[config.mk]
export PLATFORM = sky130hd
export DESIGN_NAME = burner_runtime_accumulator
export DESIGN_NICKNAME = d
export VERILOG_FILES = /design/src/rtl/bra_pkg.sv /design/src/rtl/burner_runtime_accumulator.sv
export SDC_FILE = /design/constraint.sdc
export NUM_CORES = 1
export LEC_CHECK = 0
export BUFFER_PORTS_ARGS = -buffer_cell sky130_fd_sc_hd__buf_2
export CELL_PAD_IN_SITES_DETAIL_PLACEMENT = 0
export CELL_PAD_IN_SITES_GLOBAL_PLACEMENT = 1
export CORE_UTILIZATION = 47
export DETAILED_ROUTE_END_ITERATION = 10
export PLACE_DENSITY = 0.83
export SYNTH_ARGS = -nofsm -noshare
export SYNTH_HDL_FRONTEND = slang
export SYNTH_SLANG_ARGS = --single-unit
[constraint.sdc]
create_clock -name clock -period 8.69 [get_ports clock]
set_input_delay 1.3035 -clock clock [delete_from_list [all_inputs] [get_ports clock]]
set_output_delay 1.3035 -clock clock [all_outputs]
set_load 0.03 [all_outputs]
[src/rtl/bra_pkg.sv]
`default_nettype none

package bra_pkg;

   localparam int unsigned StampWidth = 32;

   localparam logic [1:0] REQ_START = 2'd0;
   localparam logic [1:0] REQ_EVENT = 2'd1;
   localparam logic [1:0] REQ_END   = 2'd2;

   localparam logic [3:0] EV_GAS_ON       = 4'd0;
   localparam logic [3:0] EV_GAS_OFF      = 4'd1;
   localparam logic [3:0] EV_PELLET_ON    = 4'd2;
   localparam logic [3:0] EV_PELLET_OFF   = 4'd3;
   localparam logic [3:0] EV_MINIMUM      = 4'd4;
   localparam logic [3:0] EV_MODULATION   = 4'd5;
   localparam logic [3:0] EV_FLAMEOUT_ON  = 4'd6;
   localparam logic [3:0] EV_FLAMEOUT_OFF = 4'd7;
   localparam logic [3:0] EV_HOT          = 4'd8;
   localparam logic [3:0] EV_COLD         = 4'd9;

   typedef struct packed {
      logic [1:0]            req_type;
      logic [StampWidth-1:0] stamp;
      logic [3:0]            event_code;
      logic                  init_pellet_on;
      logic                  init_minimum_on;
      logic                  init_gas_on;
      logic                  init_flameout;
      logic [StampWidth-1:0] init_pellet_seconds;
      logic [StampWidth-1:0] init_low_seconds;
      logic [StampWidth-1:0] init_gas_seconds;
   } bra_req_type;

   typedef struct packed {
      logic [StampWidth-1:0] pellet_seconds;
      logic [StampWidth-1:0] low_seconds;
      logic [StampWidth-1:0] gas_seconds;
      logic                  final_pellet_on;
      logic                  final_minimum_on;
      logic                  final_gas_on;
      logic                  final_flameout;
   } bra_rsp_type;

endpackage

`default_nettype wire

[src/rtl/burner_runtime_accumulator.sv]
// Each beat is captured in the input register; an end beat loads the output register.
// Throughput: one beat per cycle while no end beat waits behind a held result; each
// beat updates the running state through a single subtract and add per accumulator.
// The input and output registers decouple the two sides; a held result stalls only an
// end beat behind it. Synchronous reset zeroes the valid bits and running state.
`default_nettype none

module burner_runtime_accumulator (
   input  wire                 clock,
   input  wire                 reset,
   input  wire                 req_valid,
   output logic                req_ready,
   input  bra_pkg::bra_req_type req_data,
   output logic                rsp_valid,
   input  wire                 rsp_ready,
   output bra_pkg::bra_rsp_type rsp_data
);
   import bra_pkg::*;

   localparam int unsigned FlPellet = 0;
   localparam int unsigned FlMin    = 1;
   localparam int unsigned FlGas    = 2;
   localparam int unsigned FlFlame  = 3;
   localparam int unsigned FlWasOn  = 4;
   localparam int unsigned FlHot    = 5;

   bra_req_type           item_ff;
   logic                  item_valid_ff, item_valid_in;
   logic                  rsp_valid_ff, rsp_valid_in;
   bra_rsp_type           rsp_data_ff, rsp_data_in;

   logic [StampWidth-1:0] pellet_since_ff, pellet_since_in;
   logic [StampWidth-1:0] low_since_ff, low_since_in;
   logic [StampWidth-1:0] gas_since_ff, gas_since_in;
   logic [StampWidth-1:0] pellet_total_ff, pellet_total_in;
   logic [StampWidth-1:0] low_total_ff, low_total_in;
   logic [StampWidth-1:0] gas_total_ff, gas_total_in;
   logic [5:0]            flags_ff, flags_in;

   logic                  item_is_end;
   logic                  advance;
   logic                  req_accept;

   assign item_is_end = (item_ff.req_type == REQ_END);
   assign advance     = item_valid_ff && (!item_is_end || !rsp_valid_ff || rsp_ready);
   assign req_ready   = !item_valid_ff || advance;
   assign req_accept  = req_valid && req_ready;
   assign rsp_valid   = rsp_valid_ff;
   assign rsp_data    = rsp_data_ff;

   always_comb begin
      item_valid_in = item_valid_ff;
      if (req_accept) begin
         item_valid_in = 1'b1;
      end else if (advance) begin
         item_valid_in = 1'b0;
      end
      rsp_valid_in = rsp_valid_ff;
      if (advance && item_is_end) begin
         rsp_valid_in = 1'b1;
      end else if (rsp_ready) begin
         rsp_valid_in = 1'b0;
      end
   end

   always_comb begin
      logic [StampWidth-1:0] t;
      logic                  flame;
      t     = item_ff.stamp;
      flame = flags_ff[FlFlame];

      pellet_since_in = pellet_since_ff;
      low_since_in    = low_since_ff;
      gas_since_in    = gas_since_ff;
      pellet_total_in = pellet_total_ff;
      low_total_in    = low_total_ff;
      gas_total_in    = gas_total_ff;
      flags_in        = flags_ff;

      case (item_ff.req_type)
         REQ_START: begin
            flags_in        = {2'b00, item_ff.init_flameout, item_ff.init_gas_on,
                               item_ff.init_minimum_on, item_ff.init_pellet_on};
            pellet_total_in = item_ff.init_pellet_seconds;
            low_total_in    = item_ff.init_low_seconds;
            gas_total_in    = item_ff.init_gas_seconds;
            pellet_since_in = item_ff.init_pellet_on ? t : '0;
            low_since_in    = (item_ff.init_pellet_on && item_ff.init_minimum_on) ? t : '0;
            gas_since_in    = item_ff.init_gas_on ? t : '0;
         end
         REQ_EVENT: begin
            case (item_ff.event_code)
               EV_GAS_ON: begin
                  if (gas_since_ff == '0 && !flags_ff[FlHot]) begin
                     gas_since_in = t;
                  end
                  flags_in[FlGas] = 1'b1;
               end
               EV_GAS_OFF: begin
                  if (gas_since_ff != '0) begin
                     gas_total_in = gas_total_ff + (t - gas_since_ff);
                     gas_since_in = '0;
                  end
                  flags_in[FlGas] = 1'b0;
               end
               EV_PELLET_ON: begin
                  if (!flame) begin
                     if (pellet_since_ff == '0) begin
                        pellet_since_in = t;
                        if (flags_ff[FlMin]) begin
                           low_since_in = t;
                        end
                     end
                     flags_in[FlPellet] = 1'b1;
                  end
               end
               EV_PELLET_OFF, EV_FLAMEOUT_ON: begin
                  if (pellet_since_ff != '0) begin
                     pellet_total_in = pellet_total_ff + (t - pellet_since_ff);
                     pellet_since_in = '0;
                  end
                  if (low_since_ff != '0) begin
                     low_total_in = low_total_ff + (t - low_since_ff);
                     low_since_in = '0;
                  end
                  flags_in[FlPellet] = 1'b0;
                  if (item_ff.event_code == EV_FLAMEOUT_ON) begin
                     flags_in[FlWasOn] = flags_ff[FlPellet];
                     flags_in[FlFlame] = 1'b1;
                  end else begin
                     flags_in[FlWasOn] = 1'b0;
                  end
               end
               EV_MINIMUM: begin
                  flags_in[FlMin] = 1'b1;
                  if (!flame && pellet_since_ff != '0 && low_since_ff == '0) begin
                     low_since_in = t;
                  end
               end
               EV_MODULATION: begin
                  flags_in[FlMin] = 1'b0;
                  if (!flame && low_since_ff != '0) begin
                     low_total_in = low_total_ff + (t - low_since_ff);
                     low_since_in = '0;
                  end
               end
               EV_FLAMEOUT_OFF: begin
                  flags_in[FlFlame] = 1'b0;
                  if (flags_ff[FlWasOn]) begin
                     pellet_since_in    = t;
                     flags_in[FlPellet] = 1'b1;
                     if (flags_ff[FlMin]) begin
                        low_since_in = t;
                     end
                  end
               end
               EV_HOT: begin
                  if (flame) begin
                     pellet_since_in    = t;
                     flags_in[FlPellet] = 1'b1;
                     flags_in[FlFlame]  = 1'b0;
                     if (flags_ff[FlMin]) begin
                        low_since_in = t;
                     end
                  end
                  flags_in[FlHot] = 1'b1;
                  if (gas_since_ff != '0) begin
                     gas_total_in = gas_total_ff + (t - gas_since_ff);
                     gas_since_in = '0;
                  end
                  flags_in[FlGas] = 1'b0;
               end
               EV_COLD: begin
                  flags_in[FlHot] = 1'b0;
               end
               default: begin
               end
            endcase
         end
         default: begin
         end
      endcase
   end

   always_comb begin
      logic [StampWidth-1:0] t;
      t = item_ff.stamp;
      rsp_data_in.pellet_seconds   = pellet_total_ff +
                                     (flags_ff[FlPellet] ? (t - pellet_since_ff) : '0);
      rsp_data_in.low_seconds      = low_total_ff +
                                     ((flags_ff[FlPellet] && flags_ff[FlMin]) ?
                                      (t - low_since_ff) : '0);
      rsp_data_in.gas_seconds      = gas_total_ff +
                                     (flags_ff[FlGas] ? (t - gas_since_ff) : '0);
      rsp_data_in.final_pellet_on  = flags_ff[FlPellet];
      rsp_data_in.final_minimum_on = flags_ff[FlMin];
      rsp_data_in.final_gas_on     = flags_ff[FlGas];
      rsp_data_in.final_flameout   = flags_ff[FlFlame];
   end

   always_ff @(posedge clock) begin
      if (reset) begin
         item_valid_ff   <= 1'b0;
         rsp_valid_ff    <= 1'b0;
         pellet_since_ff <= '0;
         low_since_ff    <= '0;
         gas_since_ff    <= '0;
         pellet_total_ff <= '0;
         low_total_ff    <= '0;
         gas_total_ff    <= '0;
         flags_ff        <= '0;
      end else begin
         item_valid_ff <= item_valid_in;
         rsp_valid_ff  <= rsp_valid_in;
         if (advance) begin
            pellet_since_ff <= pellet_since_in;
            low_since_ff    <= low_since_in;
            gas_since_ff    <= gas_since_in;
            pellet_total_ff <= pellet_total_in;
            low_total_ff    <= low_total_in;
            gas_total_ff    <= gas_total_in;
            flags_ff        <= flags_in;
         end
      end
   end

   always_ff @(posedge clock) begin
      if (req_accept) begin
         item_ff <= req_data;
      end
      if (advance && item_is_end) begin
         rsp_data_ff <= rsp_data_in;
      end
   end

   // A new result beat only ever follows an end-of-interval beat leaving the input register.
   assert property (@(posedge clock) disable iff (reset)
      rsp_valid_ff && !$past(rsp_valid_ff) |->
         $past(item_valid_ff && item_ff.req_type == REQ_END))
      else $error("result beat without an end beat");

   // An end beat behind a held result must stall the input side.
   assert property (@(posedge clock) disable iff (reset)
      item_valid_ff && item_is_end && rsp_valid_ff && !rsp_ready |-> !req_ready)
      else $error("input accepted while end beat is blocked");

   // The output register is empty right after reset.
   assert property (@(posedge clock)
      reset |=> !rsp_valid_ff)
      else $error("result beat pending after reset");

endmodule

`default_nettype wire
* After elaboration in Yosys (flattened, before gate mapping)
Cells that the tools add are included.
Widths: inputs -> output; s select.
** Word-level totals
- Bits in registers :: 438
- Latch bits :: 0
- Memory bits (writable) :: 0
- ROM bits :: 0
- Input bits :: 142
- Output and inout port bits :: 102
- Logic and storage cells :: 169
- Memories kept :: 0
** Operators by class
- $add $sub $neg :: 9
- Multipliers :: 0
- Div/mod/pow operators :: 0
- Order comparisons :: 0
- Eq/ne operators :: 33
- Shifts and indexed selects :: 0
- Muxes and demuxes :: 53
- Bitwise gates (word level) :: 0
- Reductions and logical operators :: 43
** Operators by type and width (number)
- $mux 32 :: 27
- $pmux 32 s2 :: 8
- $add 32x32->32 :: 6
- $pmux 32 s6 :: 1
- $pmux 32 s4 :: 1
- $logic_not 32->1 :: 3
- $reduce_bool 32->1 :: 3
- $sub 32x32->32 :: 3
- $ne 3x3->1 const B :: 12
- $eq 4x3->1 const B :: 4
- $pmux 6 s2 :: 1
- $reduce_and 3->1 :: 4
- $reduce_and 4->1 :: 3
- $mux 1 :: 10
- $reduce_and 10->1 :: 1
- $reduce_and 5->1 :: 2
- $logic_and 1x1->1 :: 9
- $ne 3x2->1 const B :: 3
- $eq 4x2->1 const B :: 2
- $eq 4x4->1 const B :: 2
- $ne 2x2->1 const B :: 4
- $pmux 1 s2 :: 4
- $reduce_and 8->1 :: 1
- $ne 7x4->1 const B :: 1
- other kinds (13) :: 23

* Depth between registers and ports, before layout
- Depth in word-level cells :: 8
- Depth in mapped cells :: 24
- Depth with buffers taken out :: 24

* Worst setup path after synthesis
OpenSTA, ideal clock, no wires.
- Kind :: input -> register
- Start :: in rsp_ready
- End :: reg rsp_data_ff, in the netlist rsp_data[0], enable pin
- Library setup time :: 0.571 ns
- Arrival time :: 5.852 ns
- Required time :: 8.119 ns
- Slack :: 2.267 ns
- Cell stages on the path :: 2
- Path buffers :: 0
- Cells stage by stage :: nand2b_1 > nor2b_1
** Between the ends
- Cells in the longest elaborated chain, start to end :: 3
** RTL lines
- start, declared :: line burner_runtime_accumulator.sv:15 : input wire rsp_ready,
- $logic_or 1x1->1 :: line burner_runtime_accumulator.sv:45 : assign advance = item_valid_ff && (!item_is_end || !rsp_valid_ff || rsp_ready);
- $logic_and 1x1->1 :: line burner_runtime_accumulator.sv:45
- $logic_and 1x1->1 :: line burner_runtime_accumulator.sv:231 : if (advance && item_is_end) begin
- end signal, assigned :: line burner_runtime_accumulator.sv:232 : rsp_data_ff <= rsp_data_in;
- end, declared :: line burner_runtime_accumulator.sv:30 : bra_rsp_type rsp_data_ff, rsp_data_in;
No other way between the ends.
A chain may end at the register's enable or synchronous reset.

* Final worst setup path
- Start :: reg item_ff[104] (netlist bit)
- End :: reg low_total_ff[30]
** Between the ends
- Cells in the longest elaborated chain, start to end :: 5
- Elaborated cells on any way between the ends :: 6
- Those cells by class :: add/sub: 2; mux: 4
** RTL lines
- start, declared :: line burner_runtime_accumulator.sv:27 : bra_req_type item_ff;
- start signal, assigned :: line burner_runtime_accumulator.sv:229 : item_ff <= req_data;
- $sub 32x32->32 * :: line burner_runtime_accumulator.sv:123, burner_runtime_accumulator.sv:143
- $add 32x32->32 * :: line burner_runtime_accumulator.sv:123, burner_runtime_accumulator.sv:143
- $mux 32, on equally long branches :: line burner_runtime_accumulator.sv:142, burner_runtime_accumulator.sv:122
- $pmux 32 s2 * :: line burner_runtime_accumulator.sv:92 : case (item_ff.event_code)
- $pmux 32 s2 * :: line burner_runtime_accumulator.sv:80 : case (item_ff.req_type)
- end signal, assigned :: line burner_runtime_accumulator.sv:220 : low_total_ff <= low_total_in;
- end, declared :: line burner_runtime_accumulator.sv:36 : logic [StampWidth-1:0] low_total_ff, low_total_in;
Mark *: on every way between the ends. The rest lies on a longest branch, timed or not. The select of a mux whose other input is x is not followed.

==> run summary <==
Count leader, synth: a21oi_1
Initial antenna violation count: 0
DRC violations left: 0
Die area: 65,500 um2
GR Overflow Total: 0
Initial cell density of the core: 0.478
Hold depth: 2
R2r setup slk: 2.92 ns
Slew @ Worst Pin: 1.11 ns
Layout area overhead: 12.2%
Final nets: 4,080
Post-cts sizing count: 0
Reg2Reg Capture Point: low_total_ff[30]$_SDFFE_PP0P_
Root Buffer: clkbuf_16
Buffers on Ports: 243
Routed wire per std cell: 18.8 um
Startpoint types: flip-flop
Layout Cells excl Fill: 4,537
Fin area: 34,000 um2
Hold Path Sink: flags_ff[4]$_SDFFE_PP0P_
Max-slew violations: 0
Synth Warn #: 0
Pwr per Cell Area: 168 nW/um2
Synth area leader: edfxtp_1
Setup TNS: 0 ns
Clk_skew: 0.0278 ns
Synth Register Bits: 438
F_max: 0.173 GHz
Core area: 63,400 um2
Hold Vio Cnt, Final: 0
H-tree levels: 2
Min-delay src: flags_ff[4]$_SDFFE_PP0P_
# rows: 92
RSZ-0062 raised after global routing: false
Via-to-Cell Ratio: 5.71
First-pass iteration count of the detailed router: 5
Final Cycle Share: 0.664
Critical Path Source: item_ff[104]$_DFFE_PP_
Ys async rst share: 0
Yosys top cell area share: 0.236
Placed Cells: 4,442
First-pass GRT wire length: 135,000 um
Outcome: finished, final reports clean
Clock sink count: 438
Post CTS Setup Buffer Count: 0
CTS max path bufs: 3
RR Startpoint: item_ff[104]$_DFFE_PP_
Data required, critical path: 9.18 ns
EDFF count, synth: 238
Critical-path maximum fanout: 6
Total Power: 5.73 mW
Primary FF master, synth: edfxtp_1
Syn_area_per_cell: 8.76 um2
Yosys cell types: 72
MaxCap Viol Count: 0
Placer Congestion: 0.899
Routed Antenna Nets: 0
Synth cell count leaders: a21oi_1 (376), nand2_1 (309), ha_1 (279)
Fin worst setup slack: 2.92 ns
Relative slew slack: 0.260
# diodes: 0
CTS Hold Bufs: 0
Die Width: 256 um
Clock edge transition at the registers on the reported setup and hold paths: 0.06 ns
Final min period: 5.77 ns
DR iter-0 viols: 1,788
CTS tree: built
Post-Syn Area: 30,300 um2
WP data arrival: 6.26 ns
Post-Syn Nets: 3,889
Reg2Reg Depth: 22
Ports: 244
Final setup viols: 0
Largest net degree at the start of global routing: 93
Sequential fraction of the synthesis area: 0.368
Total CTS buffers: 52
Synthesized instance count: 3,459
Placed cell areas: 32,400 um2
Vias: 25,900
Vias in the first global route: 24,500
Clock Latency Late Sink: 0.61 ns
CP Class: flip-flop to flip-flop
Fin util: 0.536
Setup Slack @ Placement: 3.02 ns
Gr usage total: 0.256
Die Y: 256 um
Leakage: 14.3 nW
Ratio of cells with drive above 1 in the final layout: 0.106
Worst VDD drop: 0.129 mV
Hold crit path type: flip-flop to flip-flop
Critical Path End Type: flip-flop
Routed WL: 85,100 um
Hold slack final: 0.466 ns
Placed wire-length estimate: 62,200 um
Largest cells by area after synthesis: edfxtp_1 (24%), dfxtp_1 (13%), ha_1 (12%)
==> state kept, by name, indices dropped and copies added (netlist names) <==
signal and count:
item_ff 138, rsp_data 100, gas_since_ff 32, gas_total_ff 32, low_since_ff 32, low_total_ff 32
pellet_since_ff 32, pellet_total_ff 32, flags_ff 6, item_valid_ff 1, rsp_valid 1
==> cells by family (layout without fill, tap and decap cells) <==
family	count (synthesis)	count (layout)	synth area share
XOR/XNOR	238	238	0.0688
adder cells (fa/ha/maj)	288	288	0.121
multiplexers	13	13	0.00429
buffers and inverters	308	540	0.0381
AND/OR/NAND/NOR	1121	1121	0.178
flip-flops	438	438	0.368
AO/OA/AOI/OAI	1053	1053	0.222
==> where the power goes <==
group	total (mW)	internal (mW)	switching (mW)
logic	1.23	0.485	0.746
registers	2.35	2.27	0.0796
clock network	2.14	1.24	0.909
total	5.73	3.99	1.73
==> metal layers <==
layer / vias up / wire length (um) / GRT usage
li1: 13000 / - / -
met1: 12200 / 40200 / 0.360
met2: 644 / 39100 / 0.418
met3: 100 / 4250 / 0.0296
met4: 0 / 1650 / 0.0607
met5: - / 0 / 0
==> worst max-delay path, cell delays in order, from the launching register on <==
cell and delay (ns):
edfxtp_1 0.39, inv_1 0.10, ha_1 0.23, fa_1 0.41
nor2b_1 0.13, o21ai_0 0.11, a21oi_1 0.22, o21ai_0 0.16
a211oi_1 0.47, o21bai_1 0.22, a211oi_1 0.42, a311oi_1 0.18
xnor2_1 0.22, ha_1 0.33, and4_1 0.24, and3_1 0.21
a2111oi_2 0.36, o21ai_0 0.23, o41a_1 0.44, a21o_1 0.18
a21oi_1 0.16, xor2_1 0.15, o21ai_1 0.08
==> layout by cell type, fill, tap and decap left out, drive strengths merged, types with 41 or more instances in the layout <==
| cell | count |
|---|---|
| ha | 279 |
| xnor2 | 164 |
| nor2b | 65 |
| o21ai | 174 |
| inv | 177 |
| nand3 | 158 |
| dfxtp | 200 |
| a31oi | 42 |
| nand2b | 63 |
| nand2 | 309 |
| clkbuf | 72 |
| nor3 | 56 |
| a21o | 165 |
| a311oi | 41 |
| nor2 | 249 |
| and2 | 72 |
| xor2 | 74 |
| buf | 268 |
| a21oi | 378 |
| edfxtp | 238 |
==> layout make-up <==
class,instances,area (um2)
clock buffers,72,1470
clock inverters,23,175
fillers,5947,29400
inverters,177,664
multi-input cells,2713,18100
flip-flops and latches,438,11200
well taps,846,1060
repair buffers,268,1410
==> how the worst max path moves through the flow <==
stage          slack [ns]                            end  depth (start not counted)
2_1_floorplan        2.27          rsp_data[0]$_DFFE_PP_                          2
3_3_place_gp         3.13  low_total_ff[30]$_SDFFE_PP0P_                         21
3_5_place_dp         3.02  low_total_ff[30]$_SDFFE_PP0P_                         21
4_1_cts              2.95  low_total_ff[30]$_SDFFE_PP0P_                         21
5_1_grt              2.42  low_total_ff[30]$_SDFFE_PP0P_                         22
6_report             2.92  low_total_ff[30]$_SDFFE_PP0P_                         22
No activity file was read; power rests on OpenSTA's default activity.
